File: src/sv/jcd_pkg.sv
`default_nettype none
package jcd_pkg;

	typedef enum logic [3:0] {
		PH_PREFIX  = 4'b0001,
		PH_RANGE   = 4'b0010,
		PH_AMBIG   = 4'b0100,
		PH_DECIDED = 4'b1000
	} phase_t;

	typedef enum logic [1:0] {
		V_MAYBE = 2'd0,
		V_YES   = 2'd1,
		V_NO    = 2'd2
	} verdict_t;

	localparam logic [2:0] CS_PLAIN     = 3'd0;
	localparam logic [2:0] CS_JIS       = 3'd1;
	localparam logic [2:0] CS_SJIS      = 3'd2;
	localparam logic [2:0] CS_EUC       = 3'd3;
	localparam logic [2:0] CS_UNDECIDED = 3'd4;

	// escape sequence progress
	localparam logic [2:0] ESC_NONE   = 3'd0;
	localparam logic [2:0] ESC_ONE    = 3'd1;
	localparam logic [2:0] ESC_DOLLAR = 3'd2;
	localparam logic [2:0] ESC_PAREN  = 3'd3;
	localparam logic [2:0] ESC_DOLPAR = 3'd4;

	localparam logic [1:0] EUC_KANA  = 2'd0;
	localparam logic [1:0] EUC_SS3   = 2'd1;
	localparam logic [1:0] EUC_PLAIN = 2'd2;
	localparam logic [1:0] EUC_ONLY  = 2'd3;

	localparam logic [1:0] DCS_SJIS = 2'd1;
	localparam logic [1:0] DCS_EUC  = 2'd2;

	localparam logic CFG_DEFAULT_CHARSET = 1'b0;
	localparam logic CFG_TIE_PICK        = 1'b1;

	typedef struct packed {
		logic hi;
		logic is_80;
		logic is_8e;
		logic is_8f;
		logic is_a0;
		logic is_ff;
		logic is_esc;
		logic is_dollar;
		logic is_paren;
		logic is_b_at;
		logic is_j_i;
		logic is_d;
		logic lt_8e;
		logic lt_a0;
		logic ge_e0;
		logic ge_f0;
		logic lt_41;
		logic lt_a1;
		logic gt_fc;
		logic le_a0;
		logic sjis_trail;
		logic euc_kanji;
		logic kana_trail;
	} byte_cls_t;

	typedef struct packed {
		logic [7:0] data;
		logic       last;
		byte_cls_t  cls;
	} item_t;

	typedef struct packed {
		logic full;
		logic empty;
	} fifo_stat_t;

	typedef struct packed {
		phase_t     phase;
		logic [2:0] esc;
		logic       pend;
		verdict_t   sjis_v;
		logic [7:0] sjis_lead;
		logic       sjis_wait;
		verdict_t   euc_v;
		logic [1:0] euc_owed;
		logic [1:0] euc_class;
		logic [2:0] held;
	} scan_state_t;

	localparam scan_state_t SCAN_RESET = '{
		phase:     PH_PREFIX,
		esc:       ESC_NONE,
		pend:      1'b0,
		sjis_v:    V_MAYBE,
		sjis_lead: 8'h00,
		sjis_wait: 1'b0,
		euc_v:     V_MAYBE,
		euc_owed:  2'd0,
		euc_class: EUC_KANA,
		held:      CS_PLAIN
	};

endpackage
`default_nettype wire

File: src/sv/jcd_front.sv
`default_nettype none
module jcd_front (
	input  logic [7:0]    data_byte,
	input  logic          last_byte,
	output jcd_pkg::item_t item
);
	import jcd_pkg::*;

	logic [7:0] b;
	assign b = data_byte;

	always_comb begin
		item.data = b;
		item.last = last_byte;
		item.cls.hi         = b[7];
		item.cls.is_80      = (b == 8'h80);
		item.cls.is_8e      = (b == 8'h8E);
		item.cls.is_8f      = (b == 8'h8F);
		item.cls.is_a0      = (b == 8'hA0);
		item.cls.is_ff      = (b == 8'hFF);
		item.cls.is_esc     = (b == 8'h1B);
		item.cls.is_dollar  = (b == 8'h24);
		item.cls.is_paren   = (b == 8'h28);
		item.cls.is_b_at    = (b == 8'h42) || (b == 8'h40);
		item.cls.is_j_i     = (b == 8'h4A) || (b == 8'h49);
		item.cls.is_d       = (b == 8'h44);
		item.cls.lt_8e      = (b < 8'h8E);
		item.cls.lt_a0      = (b < 8'hA0);
		item.cls.ge_e0      = (b >= 8'hE0);
		item.cls.ge_f0      = (b >= 8'hF0);
		item.cls.lt_41      = (b < 8'h41);
		item.cls.lt_a1      = (b < 8'hA1);
		item.cls.gt_fc      = (b > 8'hFC);
		item.cls.le_a0      = (b <= 8'hA0);
		item.cls.sjis_trail = (b > 8'h3F) && (b < 8'hFD);
		item.cls.euc_kanji  = (b > 8'hA0) && (b < 8'hFF);
		item.cls.kana_trail = (b > 8'hA0) && (b < 8'hE0);
	end

endmodule
`default_nettype wire

File: src/sv/jcd_fifo.sv
`default_nettype none
module jcd_fifo #(
	parameter int Depth = 4
) (
	input  logic               clk,
	input  logic               arst_n,
	input  logic               push,
	input  jcd_pkg::item_t     wr_item,
	input  logic               pop,
	output jcd_pkg::item_t     rd_item,
	output jcd_pkg::fifo_stat_t stat
);
	import jcd_pkg::*;

	localparam int PtrW = (Depth > 1) ? $clog2(Depth) : 1;
	localparam int CntW = $clog2(Depth + 1);

	item_t            mem_q [Depth];
	logic [PtrW-1:0]  wr_ptr_q;
	logic [PtrW-1:0]  rd_ptr_q;
	logic [CntW-1:0]  count_q;
	logic             do_push;
	logic             do_pop;

	assign stat.full  = (count_q == CntW'(Depth));
	assign stat.empty = (count_q == '0);
	assign do_push    = push && !stat.full;
	assign do_pop     = pop && !stat.empty;
	assign rd_item    = mem_q[rd_ptr_q];

	always_ff @(posedge clk) begin
		if (do_push) begin
			mem_q[wr_ptr_q] <= wr_item;
		end
	end

	always_ff @(posedge clk or negedge arst_n) begin
		if (!arst_n) begin
			wr_ptr_q <= '0;
			rd_ptr_q <= '0;
			count_q  <= '0;
		end else begin
			if (do_push) begin
				wr_ptr_q <= (wr_ptr_q == PtrW'(Depth - 1)) ? '0 : wr_ptr_q + 1'b1;
			end
			if (do_pop) begin
				rd_ptr_q <= (rd_ptr_q == PtrW'(Depth - 1)) ? '0 : rd_ptr_q + 1'b1;
			end
			case ({do_push, do_pop})
				2'b10:   count_q <= count_q + 1'b1;
				2'b01:   count_q <= count_q - 1'b1;
				default: count_q <= count_q;
			endcase
		end
	end

endmodule
`default_nettype wire

File: src/sv/jcd_back.sv
`default_nettype none
module jcd_back (
	input  logic                clk,
	input  logic                arst_n,
	input  logic                cfg_we,
	input  logic                cfg_index,
	input  logic [1:0]          cfg_data,
	input  jcd_pkg::item_t      item,
	input  jcd_pkg::fifo_stat_t stat,
	output logic                pop,
	output logic                out_valid,
	input  logic                out_stall,
	output logic [2:0]          charset
);
	import jcd_pkg::*;

	logic [1:0]  default_cs_q;
	logic        tie_pick_q;
	scan_state_t st_q;
	scan_state_t nx;
	logic [2:0]  cs_nx;
	logic [2:0]  charset_q;
	logic        out_valid_q;
	logic        run_range;
	logic        run_val;
	logic        slot_free;
	byte_cls_t   c;

	function automatic logic [2:0] combine(input verdict_t s, input verdict_t e,
			input logic [1:0] dcs, input logic tie);
		logic [2:0] r;
		if (dcs == DCS_SJIS) begin
			r = (e == V_YES) ? CS_EUC : CS_SJIS;
		end else if (dcs == DCS_EUC) begin
			r = (s == V_YES) ? CS_SJIS : CS_EUC;
		end else if (s == V_YES) begin
			r = CS_SJIS;
		end else if (e == V_YES) begin
			r = CS_EUC;
		end else if (s == V_NO) begin
			r = (e == V_NO) ? CS_PLAIN : CS_EUC;
		end else if (e == V_NO) begin
			r = CS_SJIS;
		end else begin
			r = tie ? CS_SJIS : CS_EUC;
		end
		return r;
	endfunction

	assign c         = item.cls;
	assign slot_free = !out_valid_q || !out_stall;
	// a non-final byte never touches the output slot
	assign pop       = !stat.empty && (!item.last || slot_free);
	assign out_valid = out_valid_q;
	assign charset   = charset_q;

	always_comb begin
		nx        = st_q;
		cs_nx     = CS_PLAIN;
		run_val   = (st_q.phase == PH_AMBIG);
		run_range = ((st_q.phase == PH_PREFIX) && c.hi) || (st_q.phase == PH_RANGE);

		if ((st_q.phase == PH_PREFIX) && !c.hi) begin
			if (((st_q.esc == ESC_DOLLAR) && c.is_b_at) ||
					((st_q.esc == ESC_PAREN) && c.is_j_i) ||
					((st_q.esc == ESC_DOLPAR) && c.is_d)) begin
				nx.held  = CS_JIS;
				nx.phase = PH_DECIDED;
			end else if (c.is_esc) begin
				nx.esc = ESC_ONE;
			end else if ((st_q.esc == ESC_ONE) && c.is_dollar) begin
				nx.esc = ESC_DOLLAR;
			end else if ((st_q.esc == ESC_ONE) && c.is_paren) begin
				nx.esc = ESC_PAREN;
			end else if ((st_q.esc == ESC_DOLLAR) && c.is_paren) begin
				nx.esc = ESC_DOLPAR;
			end else begin
				nx.esc = ESC_NONE;
			end
		end

		if (run_range) begin
			nx.phase = PH_RANGE;
			if (st_q.pend) begin
				// second byte after a 0xE0..0xEF lead
				nx.pend = 1'b0;
				if (c.lt_41) begin
					nx.held = CS_UNDECIDED; nx.phase = PH_DECIDED;
				end else if (c.lt_a1) begin
					nx.held = CS_SJIS; nx.phase = PH_DECIDED;
				end else if (c.gt_fc) begin
					nx.held = CS_EUC; nx.phase = PH_DECIDED;
				end
			end else if (c.hi) begin
				if (c.is_80 || c.is_a0 || c.is_ff) begin
					nx.held = CS_UNDECIDED; nx.phase = PH_DECIDED;
				end else if (c.lt_8e) begin
					nx.held = CS_SJIS; nx.phase = PH_DECIDED;
				end else if (c.ge_f0) begin
					nx.held = CS_EUC; nx.phase = PH_DECIDED;
				end else if (c.ge_e0) begin
					nx.pend = 1'b1;
				end else begin
					nx.phase = PH_AMBIG;
					run_val  = 1'b1;
				end
			end
		end

		if (run_val) begin
			if (st_q.sjis_v == V_MAYBE) begin
				if (st_q.sjis_wait) begin
					nx.sjis_wait = 1'b0;
					if (!c.sjis_trail) begin
						nx.sjis_v = V_NO;
					end else if ((st_q.sjis_lead < 8'hA0) &&
							(((st_q.sjis_lead != 8'h8E) && (st_q.sjis_lead != 8'h8F)) ||
							c.le_a0)) begin
						nx.sjis_v = V_YES;
					end
				end else if (c.hi) begin
					if (c.is_80) begin
						nx.sjis_v = V_NO;
					end else if (c.lt_a0 || (c.ge_e0 && !c.ge_f0)) begin
						nx.sjis_wait = 1'b1;
						nx.sjis_lead = item.data;
					end else if (c.ge_f0) begin
						nx.sjis_v = V_NO;
					end
				end
			end

			if (st_q.euc_v == V_MAYBE) begin
				if (st_q.euc_owed != 2'd0) begin
					if (st_q.euc_class == EUC_KANA) begin
						if (c.kana_trail) begin
							nx.euc_owed = 2'd0;
						end else begin
							nx.euc_v = V_NO;
						end
					end else if (!c.euc_kanji) begin
						nx.euc_v = V_NO;
					end else if (st_q.euc_class == EUC_ONLY) begin
						nx.euc_v = V_YES;
					end else begin
						nx.euc_owed = st_q.euc_owed - 2'd1;
					end
				end else if (c.hi) begin
					if (c.is_8e) begin
						nx.euc_owed  = 2'd1;
						nx.euc_class = EUC_KANA;
					end else if (c.is_8f) begin
						nx.euc_owed  = 2'd2;
						nx.euc_class = EUC_SS3;
					end else if (c.is_a0 || c.is_ff) begin
						nx.euc_v = V_NO;
					end else begin
						nx.euc_owed  = 2'd1;
						nx.euc_class = c.ge_f0 ? EUC_ONLY : EUC_PLAIN;
					end
				end
			end
		end

		if (item.last) begin
			if (nx.phase == PH_DECIDED) begin
				cs_nx = nx.held;
			end else if (nx.phase == PH_AMBIG) begin
				cs_nx = combine(nx.sjis_v, nx.euc_v, default_cs_q, tie_pick_q);
			end else begin
				cs_nx = CS_PLAIN;
			end
			nx = SCAN_RESET;
		end
	end

	always_ff @(posedge clk or negedge arst_n) begin
		if (!arst_n) begin
			default_cs_q <= 2'd0;
			tie_pick_q   <= 1'b0;
		end else if (cfg_we) begin
			case (cfg_index)
				CFG_DEFAULT_CHARSET: default_cs_q <= cfg_data;
				CFG_TIE_PICK:        tie_pick_q   <= cfg_data[0];
				default:             ;
			endcase
		end
	end

	always_ff @(posedge clk or negedge arst_n) begin
		if (!arst_n) begin
			st_q        <= SCAN_RESET;
			out_valid_q <= 1'b0;
		end else begin
			if (pop) begin
				st_q <= nx;
			end
			if (pop && item.last) begin
				out_valid_q <= 1'b1;
			end else if (!out_stall) begin
				out_valid_q <= 1'b0;
			end
		end
	end

	always_ff @(posedge clk) begin
		if (pop && item.last) begin
			charset_q <= cs_nx;
		end
	end

endmodule
`default_nettype wire

File: src/sv/japanese_charset_detector_unit.sv
`default_nettype none
// Throughput: one byte per cycle; while a finished result waits on out_stall the
// queue still takes bytes until it holds QueueDepth of them, then in_stall rises.
// Result path: a final byte is written into the queue, read from it once it is at the
// head and the output slot is free, and its result lands in the output register (out_valid).
// Reset (arst_n low): scan state back to the 7-bit prefix phase, queue empty,
// output invalid, both configuration registers zero.
module japanese_charset_detector_unit #(
	parameter int QueueDepth = 4
) (
	input  logic       clk,
	input  logic       arst_n,
	input  logic       cfg_we,
	input  logic       cfg_index,
	input  logic [1:0] cfg_data,
	input  logic       in_valid,
	output logic       in_stall,
	input  logic [7:0] data_byte,
	input  logic       last_byte,
	output logic       out_valid,
	input  logic       out_stall,
	output logic [2:0] charset
);
	import jcd_pkg::*;

	item_t      front_item;
	item_t      head_item;
	fifo_stat_t stat;
	logic       pop;

	jcd_front u_front (
		.data_byte (data_byte),
		.last_byte (last_byte),
		.item      (front_item)
	);

	jcd_fifo #(
		.Depth (QueueDepth)
	) u_fifo (
		.clk     (clk),
		.arst_n  (arst_n),
		.push    (in_valid),
		.wr_item (front_item),
		.pop     (pop),
		.rd_item (head_item),
		.stat    (stat)
	);

	assign in_stall = stat.full;

	jcd_back u_back (
		.clk       (clk),
		.arst_n    (arst_n),
		.cfg_we    (cfg_we),
		.cfg_index (cfg_index),
		.cfg_data  (cfg_data),
		.item      (head_item),
		.stat      (stat),
		.pop       (pop),
		.out_valid (out_valid),
		.out_stall (out_stall),
		.charset   (charset)
	);

	a_full_not_empty: assert property (@(posedge clk) disable iff (!arst_n)
		stat.full |-> !stat.empty)
		else $error("queue full and empty at once");

	a_no_result_from_nothing: assert property (@(posedge clk) disable iff (!arst_n)
		(!out_valid && stat.empty) |=> !out_valid)
		else $error("result appeared with no byte queued");

	a_charset_code: assert property (@(posedge clk) disable iff (!arst_n)
		out_valid |-> (charset <= CS_UNDECIDED))
		else $error("charset code out of range");

	a_pop_needs_item: assert property (@(posedge clk) disable iff (!arst_n)
		pop |-> !stat.empty)
		else $error("pop from empty queue");

endmodule
`default_nettype wire
File: config.mk
export PLATFORM = sky130hd
export DESIGN_NAME = japanese_charset_detector_unit
export DESIGN_NICKNAME = d
export VERILOG_FILES = /design/src/sv/jcd_pkg.sv /design/src/sv/jcd_front.sv /design/src/sv/jcd_fifo.sv /design/src/sv/jcd_back.sv /design/src/sv/japanese_charset_detector_unit.sv
export SDC_FILE = /design/constraint.sdc
export NUM_CORES = 1
export LEC_CHECK = 0
export ABC_AREA = 0
export BUFFER_PORTS_ARGS = -buffer_cell sky130_fd_sc_hd__buf_2
export CAP_MARGIN = 20
export CORE_UTILIZATION = 45
export CTS_CLUSTER_SIZE = 8
export DETAILED_ROUTE_END_ITERATION = 6
export SETUP_SLACK_MARGIN = 0.02
export SKIP_LAST_GASP = 1
export SYNTH_ARGS = -nofsm -noshare
export SYNTH_HDL_FRONTEND = slang
export SYNTH_SLANG_ARGS = --single-unit
File: constraint.sdc
create_clock -name clk -period 6.9 [get_ports clk]
set_clock_uncertainty 0.05 [all_clocks]
set_input_delay 0 -clock clk [delete_from_list [all_inputs] [get_ports clk]]
set_output_delay 0 -clock clk [all_outputs]
set_load 0.01 [all_outputs]
==> results.json <==
{
  "setup_viol": 0,
  "synth_nets": 524,
  "cpLargestDelayFamily": "compound AO/OA/AOI/OAI gates",
  "core_um2": 15300,
  "hold_end": "u_back.default_cs_q[0]",
  "arrival_ns": 3.51,
  "outcome": "completed",
  "htreeDepth": 4,
  "worstReg2RegStart": "u_fifo.rd_ptr_q[1]",
  "power.internal_uw": 2180,
  "synth.top_cell.area_share": 0.518,
  "drive_above_1_share": 0.166,
  "clock_latency_ns": 0.43,
  "hp-class": "in2reg",
  "track_usage": 0.188,
  "cts_tree": "done",
  "slowest_stage": "nor4_1",
  "fin_crit_sh": 0.476,
  "leakagePower_uw": 0.00289,
  "yosysMostFrequentCell": "edfxtp_1",
  "whs_ns": 0.0243,
  "slew_headroom": 0.330,
  "r2r_cells": 9,
  "gp_congestion": 0.914,
  "num_vias": 4252,
  "ys_seq_elements": 161,
  "rrSetupSlack_ns": 3.61,
  "regArea_um2": 4650,
  "netlist_area_um2": 7140,
  "ys_top_cells_by_area": "edfxtp_1, dfrtp_1, mux4_2",
  "portBuffers": 21,
  "power.density_nw_per_um2": 394,
  "seq_area_frac_synth": 0.651,
  "worst-path-max-fanout": 32,
  "final_nets": 572,
  "power.switching_uw": 1060,
  "synth_warnings": 0,
  "start_util": 0.466,
  "total_power_uw": 3230,
  "synth_top_flop_cell": "edfxtp_1",
  "yosysUniqueCellTypes": 66,
  "clk_pin_slew_ns": 0.06,
  "fillerInstances": 1286,
  "min_from": "cfg_we",
  "path_buf_inv": 1,
  "cts_root_buffer": "clkbuf_16",
  "cts_resized": 0,
  "antenna_cells": 0,
  "clk_path_buf_depth": 2,
  "tns_ns": 0,
  "switching_share": 0.327,
  "drt-initial-drc-count": 247,
  "yosys-top-cells-count": "edfxtp_1, nor2_1, dfrtp_1",
  "grt_overflow": 0,
  "grt_pass1_wl_um": 22400,
  "timing.rr.end": "u_back.charset[0]",
  "synthArstFlopShare": 0.236,
  "drv_cap": 0,
  "min_period_ns": 3.29,
  "die_h_um": 128,
  "drc": 0,
  "multiInputGateArea_um2": 2290,
  "pwr-share-seq": 0.416,
  "cp-end-kind": "register",
  "combPwrFrac": 0.309,
  "antenna_found_initial": 0,
  "avgSynthCellArea_um2": 14.3,
  "first_pass_iters": 5,
  "grt_max_degree": 39,
  "crit_chain": "buf_4, mux4_2, nand3b_1, a211o_1, nor4_1, o311a_1, maj3_2, o211ai_2, a21oi_1",
  "slew_viol_final": 0,
  "setup_ws_ns": 3.61,
  "synth_edf_count": 123,
  "worstSetupPathType": "reg2reg",
  "routed_wl_um": 13700,
  "p_clk_frac": 0.275,
  "worst_pin_slew_ns": 1.00,
  "top_level_ports": 22,
  "irDropWorstVdd_mv": 0.196,
  "yosys.area.top_type": "edfxtp_1",
  "cts_buffers": 17,
  "first_global_vias": 4324,
  "rsz0062_at_grt": "no",
  "cts_sinks": 161,
  "fmax_mhz": 304,
  "dieArea_um2": 16400,
  "rows": 45,
  "hpwl_um": 8770,
  "synthCells": 499,
  "hold_violations": 0,
  "crit_path_start_kind": "register",
  "place_ws_ns": 3.08,
  "die_x_um": 128,
  "hold_depth": 3,
  "routed_via_density": 5.51,
  "cp.required_ns": 7.12,
  "areaGrowthSynthToFinish_pct": 14.9,
  "ant_nets": 0,
  "avgRoutedWirePerCell_um": 17.8,
  "max_stage_delay_ns": 0.73
}
-- kinds of logic (layout without fill, tap and decap cells) --
group | count (synthesis) | after routing | synth area share
adder cells (fa/ha/maj) | 9 | 9 | 0.0167
AND/OR/NAND/NOR | 163 | 163 | 0.116
XOR/XNOR | 4 | 4 | 0.00491
buffers and inverters | 43 | 104 | 0.0281
multiplexers | 37 | 37 | 0.109
AO/OA/AOI/OAI | 82 | 82 | 0.0736
flip-flops | 161 | 161 | 0.651
-- power groups by stage --
stage / clock [uW] / sequential [uW] / combinational (uW)
global route: 946 / 1360 / 1110
CTS: 908 / 1390 / 952
detailed placement: 0 / 1410 / 940
global placement: 0 / 1400 / 934
floorplan: 0 / 1350 / 768
finish: 890 / 1340 / 999
-- how the worst max path moves through the flow --
stage | start | to | slack (ns) | depth (start not counted)
3_3_place_gp | u_fifo.rd_ptr_q[0] | u_fifo.count_q[2] | 3.17 | 10
3_5_place_dp | u_fifo.rd_ptr_q[0] | u_fifo.count_q[2] | 3.08 | 10
4_1_cts | u_fifo.rd_ptr_q[0] | u_fifo.count_q[2] | 3.08 | 10
6_report | u_fifo.rd_ptr_q[1] | u_back.charset[0] | 3.61 | 9
2_1_floorplan | u_fifo.rd_ptr_q[0] | u_fifo.count_q[2] | 4.13 | 12
5_1_grt | u_fifo.rd_ptr_q[1] | u_back.charset[0] | 3.36 | 9
-- cell usage in the layout, fill, tap and decap left out, drive strengths merged, types with 2 or more instances in the layout --
cell type / n
nor2b: 7
and2: 5
and3: 2
dfrtp: 37
nand3b: 7
xor2: 2
nor4b: 2
nor2: 47
a221oi: 2
edfxtp: 123
or4: 3
buf: 27
nor3: 14
mux2: 4
a31o: 2
or2: 3
clkbuf: 20
clkinvlp: 4
o211ai: 3
nand4b: 3
or3: 4
xnor2: 2
o22ai: 2
mux4: 30
a21o: 5
mux2i: 3
nor4: 7
o21ai: 29
nand2: 31
clkinv: 2
o21a: 6
a21oi: 17
inv: 33
nand4: 4
o32ai: 2
nand2b: 10
dlygate4sd3: 17
nand3: 11
a31oi: 4
ha: 7
-- cell type report --
type | count | share of cell area
inverters | 28 | 0.0128
clock buffers | 20 | 0.0532
well taps | 211 | 0.0322
flip-flops and latches | 161 | 0.567
multi-input cells | 295 | 0.279
clock inverters | 12 | 0.0154
repair buffers | 44 | 0.0406
-- tightest hold or removal path: stages --
cell and delay [ns]:
buf_2 0.10, nor2b_1 0.14, mux2_2 0.21
-- layer usage --
metal,up-vias,track usage,share of wire
met5,-,0,0
met4,0,0.0761,0.016
met2,99,0.313,0.50
met3,19,0.0405,0.035
met1,2132,0.240,0.45
li1,2002,-,-
-- flip-flops by register name, indices dropped and copies added (netlist names) --
register             flops
u_fifo.wr_ptr_q          2
u_back.tie_pick_q        1
u_back.default_cs_q      2
u_fifo.rd_ptr_q          2
u_fifo.count_q           3
u_fifo.mem_q           120
u_back.st_q             27
u_back.out_valid         1
u_back.charset           3
-- metrics by stage --
stage	std cells	instance area, um2	util
floorplan	499	7140	-
global placement	721	7450	0.486
detailed placement	721	7450	0.486
CTS	770	8180	0.534
global route	771	8200	0.536
finish	771	8200	0.536
-- what timing repair did --
action                    CTS  global route
hold endpoints to repair   91             0
hold buffers               17             0
buffers inserted            0             0
Note: power is estimated with default switching activity, not from simulation.
